## config.mk

```make
export PLATFORM = sky130hd
export DESIGN_NAME = rgbup_fifo
export DESIGN_NICKNAME = d
export VERILOG_FILES = /design/src/rtl/rgbup_pkg.sv /design/src/rtl/rgbup_fifo.sv
export SDC_FILE = /design/constraint.sdc
export NUM_CORES = 1
export LEC_CHECK = 0
export CAP_MARGIN = 25
export CORE_UTILIZATION = 45
export CTS_CLUSTER_DIAMETER = 150
export DETAILED_ROUTE_END_ITERATION = 10
export DONT_BUFFER_PORTS = 1
export GPL_ROUTABILITY_DRIVEN = 0
export GPL_TIMING_DRIVEN = 0
export HOLD_SLACK_MARGIN = 0.06
export SYNTH_ARGS = -nofsm -noshare
export SYNTH_HDL_FRONTEND = slang
export SYNTH_SLANG_ARGS = --single-unit
export TNS_END_PERCENT = 30
```

## constraint.sdc

```tcl
create_clock -name i_clk -period 5.4 [get_ports i_clk]
set_clock_uncertainty 0.1 [all_clocks]
set_input_delay 0.81 -clock i_clk [delete_from_list [all_inputs] [get_ports i_clk]]
set_output_delay 0.81 -clock i_clk [all_outputs]
set_load 0.01 [all_outputs]
```

## src/rtl/rgbup_pkg.sv

```systemverilog
// Shared constants, types and the pixel blend function for the RGB565 line upscaler.
package rgbup_pkg;

    // Frame geometry
    localparam int IN_WORDS_PER_ROW = 80;
    localparam int ROW_GROUPS       = 48;
    localparam int ROWS_PER_GROUP   = 5;

    localparam int COL_W = (IN_WORDS_PER_ROW > 1) ? $clog2(IN_WORDS_PER_ROW) : 1;
    localparam int GRP_W = (ROW_GROUPS > 1) ? $clog2(ROW_GROUPS) : 1;

    // Field widths
    localparam int PIX_W  = 16;
    localparam int PAIR_W = 2 * PIX_W;
    localparam int ROW_W  = 8;
    localparam int OCOL_W = 8;

    localparam logic [PIX_W-1:0] BLEND_MASK = 16'hf7de;

    // Queue between front and back
    localparam int Q_DEPTH = 4;
    localparam int Q_PTR_W = 2;

    // One classified input item, ready for output sequencing
    typedef struct packed {
        logic              pair_only;  // first row of a group: two results
        logic [PIX_W-1:0]  a_l;
        logic [PIX_W-1:0]  a_r;
        logic [PIX_W-1:0]  b_l;
        logic [PIX_W-1:0]  b_r;
        logic [ROW_W-1:0]  row_a;
        logic [ROW_W-1:0]  row_b;
        logic [OCOL_W-1:0] col;        // even output column of the left pixel
    } t_entry;

    // Average of two pixels per channel; equal pixels pass unchanged
    function automatic logic [PIX_W-1:0] blend16(input logic [PIX_W-1:0] p,
                                                 input logic [PIX_W-1:0] q);
        logic [PIX_W-1:0] hp;
        logic [PIX_W-1:0] hq;
        hp = (p & BLEND_MASK) >> 1;
        hq = (q & BLEND_MASK) >> 1;
        return (p == q) ? p : (hp + hq);
    endfunction

endpackage

```

## src/rtl/rgbup_fifo.sv

```systemverilog
// Short register queue that decouples the front end from the output sequencer.
module rgbup_fifo import rgbup_pkg::*; (
    input  logic   i_clk,
    input  logic   i_rst_n,
    input  logic   i_push_valid,
    output logic   o_push_ready,
    input  t_entry i_push_entry,
    output logic   o_pop_valid,
    input  logic   i_pop_ready,
    output t_entry o_pop_entry
);

    t_entry             r_buf [Q_DEPTH];
    logic [Q_PTR_W-1:0] r_wr;
    logic [Q_PTR_W-1:0] r_rd;
    logic [Q_PTR_W:0]   r_cnt;

    logic w_push;
    logic w_pop;

    assign o_push_ready = (r_cnt != (Q_PTR_W+1)'(Q_DEPTH));
    assign o_pop_valid  = (r_cnt != '0);
    assign o_pop_entry  = r_buf[r_rd];
    assign w_push       = i_push_valid && o_push_ready;
    assign w_pop        = o_pop_valid && i_pop_ready;

    // Storage
    always_ff @(posedge i_clk) begin
        if (w_push) begin
            r_buf[r_wr] <= i_push_entry;
        end
    end

    // Pointers and fill count
    always_ff @(posedge i_clk) begin
        if (!i_rst_n) begin
            r_wr  <= '0;
            r_rd  <= '0;
            r_cnt <= '0;
        end else begin
            if (w_push) begin
                r_wr <= r_wr + Q_PTR_W'(1);
            end
            if (w_pop) begin
                r_rd <= r_rd + Q_PTR_W'(1);
            end
            if (w_push && !w_pop) begin
                r_cnt <= r_cnt + (Q_PTR_W+1)'(1);
            end else if (w_pop && !w_push) begin
                r_cnt <= r_cnt - (Q_PTR_W+1)'(1);
            end
        end
    end

endmodule

```

==> results of run 1 <==
==> flip-flops by register name (all words and copies together) (netlist names), named ones only <==
signal  flops
r_wr        2
r_cnt       3
r_rd        2
r_buf     356
==> per-layer routing <==
metal  track usage  vias to the layer above  part of all wire
met5             0                        -                 0
li1              -                     2291                 -
met3        0.0579                       39             0.084
met4        0.0461                        0             0.020
met2         0.264                      170              0.50
met1         0.191                     2777              0.39
==> power by group <==
group	total [uW]	switching (uW)	internal [uW]
combinational	1450	815	632
clock	2380	965	1420
sequential	3510	72.8	3440
total	7340	1850	5490
==> Yosys cell counts, drive strengths merged, types with 2 or more instances <==
library cell	n	area, um2
and2	8	50.1
a21boi	2	18.8
ha	5	62.6
mux4	89	2000
xnor2	3	26.3
edfxtp	356	10700
clkbuf	8	30.0
or3	2	12.5
dfxtp	9	180
nand2	5	18.8
inv	3	11.3
mux2i	3	30.0
buf	13	96.3
==> layout make-up <==
cell class	count	area, um2	area share
buffer	21	126	0.00840
clock buffer	49	1060	0.0702
clock inverter	13	88.8	0.00590
inverter	3	11.3	0.000748
multi-input combinational	124	2290	0.152
sequential	365	10900	0.722
tap	384	480	0.0319
timing repair buffer	5	123	0.00815
==> critical path, stage by stage, from the launching register on <==
cell	delay, ns
dfxtp_1	0.30
buf_2	0.25
clkbuf_1	0.55
mux4_2	0.49
==> cell usage in the layout, fill, tap and decap left out, types with 2 or more instances in the layout <==
master and count:
mux2i_1 3, buf_12 3, clkinv_2 4, mux4_2 89
clkbuf_1 16, buf_16 3, and2_1 4, clkinv_1 6
nand2_1 5, xnor2_1 3, buf_2 10, inv_1 3
clkbuf_16 41, and2_4 4, dfxtp_1 9, edfxtp_1 356
ha_1 5, or3_1 2
==> worst max path at each step <==
| stage | startpoint | end | slack (ns) | cells after the start |
|---|---|---|---|---|
| after floorplan | i_push_valid | r_buf[0][0] | 1.65 | 2 |
| after global placement | i_push_valid | r_buf[0][34] | 0.03 | 2 |
| after detailed placement | i_push_valid | r_buf[3][29] | 2.63 | 4 |
| after CTS | flip-flop | o_pop_entry[14] | 2.27 | 3 |
| after global routing | flip-flop | o_pop_entry[2] | 2.27 | 3 |
| final | flip-flop | o_pop_entry[14] | 2.39 | 3 |
==> cells by family after synthesis <==
group                      synth area share
and+or+nand+nor                     0.00687
AOI/OAI and AO/OA                   0.00301
xor gates and xnor gates            0.00264
buffers and inverters                0.0104
muxes                                 0.153
DFF                                   0.818
adders and majority gates           0.00621
==> through the flow <==
stage | util | hold slack (ns) | setup WS, ns | instance area (um2)
after floorplan | - | 0.368 | 1.65 | 13300
after global placement | 0.477 | 0.385 | 0.0269 | 13800
after detailed placement | 0.482 | 0.398 | 2.63 | 13900
after CTS | 0.522 | 0.267 | 2.27 | 15000
after global routing | 0.522 | 0.266 | 2.27 | 15000
final | 0.522 | 0.296 | 2.39 | 15000
==> key figures, run 1 <==
STA
  – Fmax: roughly 330 MHz
  – Setup TNS: 0 ns
  – Final min period: between 3 and 4 ns
  – Final period utilization: 0.558
  – Worst-Margin Slew: 0.664 ns
  – RSZ-0062 raised after global routing: no
  – Fin. max-slew vios: 0
  – Slew headroom: 0.558
  – Endpoints failing hold: 0
  – Setup violators final: 0

Synth
  – Top_reg_cell synth: edfxtp_1
  – Syn Inst Count: 513
  – Post-synth EDFFs: approximately 360
  – Avg Inst Size Synth: approximately 26 um2
  – Syn_nets: roughly 610
  – Mapped Area: 0.0133 mm2
  – Yosys cell types: 24
  – Synthesized flop and latch total: 365
  – Asr flop ratio synth: 0
  – Sequential fraction of the synthesis area: 0.818
  – YS warnings: 0

Power
  – Pwr Total: around 7300 uW
  – Max VDD drop: 325 uV
  – Pleak: about 0.0046 uW
  – Pwr dens: ~500 mW/mm2

Critical path
  – Crit end category: output pin
  – Worst Setup Start Kind: flip-flop
  – Worst R2R Path Depth: 5
  – Worst r2r dst: r_buf[3][69]
  – Launch point of the worst reg-to-reg path: r_cnt[0]
  – CP Class: flip-flop to output pin
  – Req. time, crit path: approximately 4.5 ns
  – Flop2flop setup slack: between 2 and 3 ns
  – Worst path arrival time: ~2.1 ns
  – Crit path max fanout: 10

Floorplan
  – Die Height: roughly 170 um
  – Full die area: ~0.030 mm2
  – Initial Util: 0.461
  – CORE AREA: slightly below 0.03 mm2
  – Std-Cell Rows: 62
  – Chip width: between 150 and 200 um
  – Number of top-level pins: 184

Global routing
  – Remaining Overflow, GRT: 0
  – First-pass GRT wire length: around 35000 um
  – Vias in the first global route: between 5k and 6k
  – Total track usage: 0.157
  – Largest net degree at the start of global routing: 59
  – Initial antenna violation count: 0

Routing
  – Post-route ant nets: 0
  – DR pass1 iterations: 4
  – DR iter-0 viols: 346
  – Routed length per instance: 24.2 um
  – Remaining DRCs: 0
  – Via density: 5.47
  – Via count: 5277
  – Routed wire length: 23400 um

Min path
  – Hold endpoint: r_buf[2][83]
  – HP Class: primary input to flip-flop
  – HP Start: i_push_entry[83]
  – Worst hold path depth: 0

Place
  – Detailed placement HPWL: 14300 um
  – Placed Instances: 902
  – Port Buffer Count: 0

Layout
  – Fillers: ~2.2k
  – Diodes inserted: 0
  – Layout cells sized above 1: 0.276
  – Nets@finish: roughly 660
  – Post-route insts no fill: ~960
  – Synth-to-Final Area Change: 13.2%

CTS
  – CTS max path bufs: 3
  – CTS buffer count: 38
  – Clk Latency, worst-skew pair: 0.50 ns
  – CTS tree: done
  – Clk Tree Root Cell: clkbuf_16
  – Reg clk slew, reported paths: 0.06 ns
  – H-tree Lvls: 2
  – Clock sinks: 365
  – Cts hold-fix bufs: 0
  – Setup Fix Bufs, Post-CTS: 0
  – Resized Gates After CTS: 0

Flow run
  – Max-cap violations: 0

Run status
  – Status: complete, no violations
Note: power is estimated with default switching activity, not from simulation.
==> inputs of run 2 (changes only) <==
clock period = 2.7 ns   (was 5.4 ns; I/O delays follow)
==> run 2 against run 1 <==
Effect of this change:
- sequential cell count unchanged
- clock power increased by 120%
- worst setup slack got worse by 2.2 ns
- register-to-register slack got worse by 2.8 ns
- critical path type unchanged
- largest power group unchanged
==> key figures, run 2 (synthesized netlist as in run 1, its figures left out) <==
Run status
  – Status: complete, no violations (unchanged)

Power
  – P_int: 11500 uW (was 5490 uW)
  – Sequential Power Share: 0.458 (was 0.478)
  – Pleak: 0.00508 uW (was 0.00464 uW)
  – Switching share of power: 0.248 (was 0.252)
  – Max VDD drop: 714 uV (was 325 uV)
  – Switching component of the power: 3810 uW (was 1850 uW)
  – Logic pwr share: 0.198 (was 0.197)
  – Clock network fraction of total power: 0.343 (was 0.324)
  – Pwr dens: 954 mW/mm2 (was 488 mW/mm2)

Layout
  – Max reg flops: 356 (unchanged)
  – Layout cells sized above 1: 0.246 (was 0.276)
  – Diodes inserted: 0 (unchanged)
  – Most flops, register: r_buf (unchanged)
  – Synth-to-Final Area Change: 21.0% (was 13.2%)
  – Util after Layout: 0.557 (was 0.522)
  – Commonest non-fill, non-tap cell in the layout: edfxtp_1 (unchanged)
  – Post-route cell area: 0.0161 mm2 (was 0.0150 mm2)
  – Leading cell types in the layout, fill and taps excluded: edfxtp_1 (356), mux4_2 (89), dlygate4sd3_1 (89) (was edfxtp_1 (356), mux4_2 (89), clkbuf_16 (41))
  – Largest registers: r_buf x356, r_cnt x3 (unchanged)
  – Nets@finish: 745 (was 657)

Global routing
  – Gr busiest metal: met2 (unchanged)
  – Total track usage: 0.162 (was 0.157)
  – Vias in the first global route: 6251 (was 5830)
  – Largest net degree at the start of global routing: 47 (was 59)
  – Met1 Usage GRT: 0.206 (was 0.191)
  – First-pass GRT wire length: 36800 um (was 35200 um)
  – Remaining Overflow, GRT: 0 (unchanged)
  – Met2 usage: 0.274 (was 0.264)
  – Initial antenna violation count: 0 (unchanged)
  – Global Route met3 Usage: 0.0454 (was 0.0579)

Floorplan
  – Chip width: 174 um (unchanged)
  – Die Height: 174 um (unchanged)
  – Std-Cell Rows: 62 (unchanged)
  – Full die area: 0.0302 mm2 (unchanged)
  – CORE AREA: 0.0289 mm2 (unchanged)
  – Initial Util: 0.461 (unchanged)
  – Number of top-level pins: 184 (unchanged)

Flow run
  – Max-cap violations: 0 (unchanged)

Critical path
  – Crit path max fanout: 10 (unchanged)
  – Worst Setup Start Kind: flip-flop (unchanged)
  – CP Class: flip-flop to output pin (unchanged)
  – Critical path endpoint: o_pop_entry[83] (was o_pop_entry[14])
  – Worst R2R Path Depth: 8 (was 5)
  – Req. time, crit path: 2.19 ns (was 4.49 ns)
  – Crit end category: output pin (unchanged)
  – Launch point of the worst reg-to-reg path: r_cnt[0] (unchanged)
  – Worst path arrival time: 2.04 ns (was 2.10 ns)
  – Worst r2r dst: r_cnt[2] (was r_buf[3][69])
  – Flop2flop setup slack: 0.18 ns (was 2.93 ns)

CTS
  – CTS buffer count: 38 (unchanged)
  – Clock sinks: 365 (unchanged)
  – Clk Latency, worst-skew pair: 0.51 ns (was 0.50 ns)
  – Clk Tree Root Cell: clkbuf_16 (unchanged)
  – CTS tree: done (unchanged)
  – Reg clk slew, reported paths: 0.06 ns (about the same)
  – H-tree Lvls: 2 (unchanged)
  – Setup Fix Bufs, Post-CTS: 0 (unchanged)
  – CTS max path bufs: 3 (unchanged)

Place
  – Port Buffer Count: 0 (unchanged)
  – Detailed placement HPWL: 14300 um (about the same)
  – Area after DPL: 0.0139 mm2 (about the same)

STA
  – Slew headroom: 0.485 (was 0.558)
  – Final period utilization: 0.941
  – Fmax: between 300 and 400 MHz
  – Worst-Margin Slew: 0.773 ns (was 0.664 ns)
  – Endpoints failing hold: 0 (unchanged)
  – RSZ-0062 raised after global routing: yes (was no)
  – Final min period: 2.54 ns
  – Setup violators final: 0 (unchanged)
  – Fin. max-slew vios: 0 (unchanged)

Routing
  – DR pass1 iterations: 4 (unchanged)
  – DR iter-0 viols: 390 (was 346)
  – Routed wire length: 23700 um (was 23400 um)
  – Post-route ant nets: 0 (unchanged)
  – Remaining DRCs: 0 (unchanged)
  – Via count: 5642 (was 5277)
  – Routed length per instance: 22.4 um (was 24.2 um)
  – Via density: 5.33 (was 5.47)

Min path
  – HP Class: primary input to flip-flop (unchanged)
[run 2: changes by cell type in the layout (fill, tap and decap cells not counted), sizes merged]
cell         delta
clkinv          -1
clkbuf          +5
bufinv          +4
dlygate4sd3    +89
buf             -1
clkinvlp        -1
[run 2: repair_timing]
| item | 4_1_cts | 5_1_grt |
|---|---|---|
| gates resized for setup | 1 | 8 |
| hold endpoints to repair | 356 | 0 |
| endpoints found under the setup margin | 9 | 33 |
| hold buffers | 89 | 0 |
[run 2: area by class of cell]
type                    instances  area, um2
multi-input cells             124       2290
plain buffers                  21        134
repair buffers                 93       1000
clock buffers                  54       1090
well taps                     384        480
fillers                      2149      12800
inverters                       3       11.3
clock inverters                15        191
flip-flops and latches        365      10900
[run 2: how the worst min path moves through the flow]
stage / from / cells past startpoint / slack, ns / end
6_report: i_pop_ready / 3 / 0.17 / r_rd[0]
5_1_grt: i_push_valid / 2 / 0.17 / r_wr[0]
4_1_cts: i_push_valid / 2 / 0.15 / r_wr[0]
3_5_place_dp: i_push_entry[1] / 0 / 0.40 / r_buf[2][1]
3_3_place_gp: r_wr[1] / 2 / 0.39 / r_wr[1]
2_1_floorplan: r_wr[1] / 2 / 0.37 / r_wr[1]
[run 2: per-stage QoR]
stage | cells | hold slack [ns] | power, uW | setup TNS (ns) | setup WS (ns)
final | 1059 | 0.173 | 15300 | 0 | 0.160
after global routing | 1059 | 0.170 | 16000 | -0.00630 | -0.00354
after CTS | 1059 | 0.146 | 15600 | 0 | 0.0353
after detailed placement | 901 | 0.404 | 10100 | 0 | 0.194
after global placement | 897 | 0.387 | 10100 | -547.12 | -2.42
after floorplan | 513 | 0.368 | 9420 | -132.33 | -0.743
[run 2: power groups by stage]
| stage | registers (uW) | clock network, uW | logic [uW] |
|---|---|---|---|
| CTS | 7030 | 5380 | 3150 |
| global route | 7080 | 5620 | 3270 |
| global placement | 7190 | 0 | 2870 |
| finish | 7030 | 5260 | 3040 |
| detailed placement | 7150 | 0 | 2980 |
| floorplan | 7130 | 0 | 2290 |
[run 2: worst max-delay path, cell delays in order (launching register included)]
cell	delay [ns]
dfxtp_1	0.30
buf_2	0.26
clkbuf_1	0.52
mux4_2	0.46
[run 2: per-layer routing]
metal / up-vias / share of wire
met5: - / 0
met4: 0 / 0.017
met3: 34 / 0.065
met2: 181 / 0.51
met1: 2952 / 0.41
li1: 2475 / -
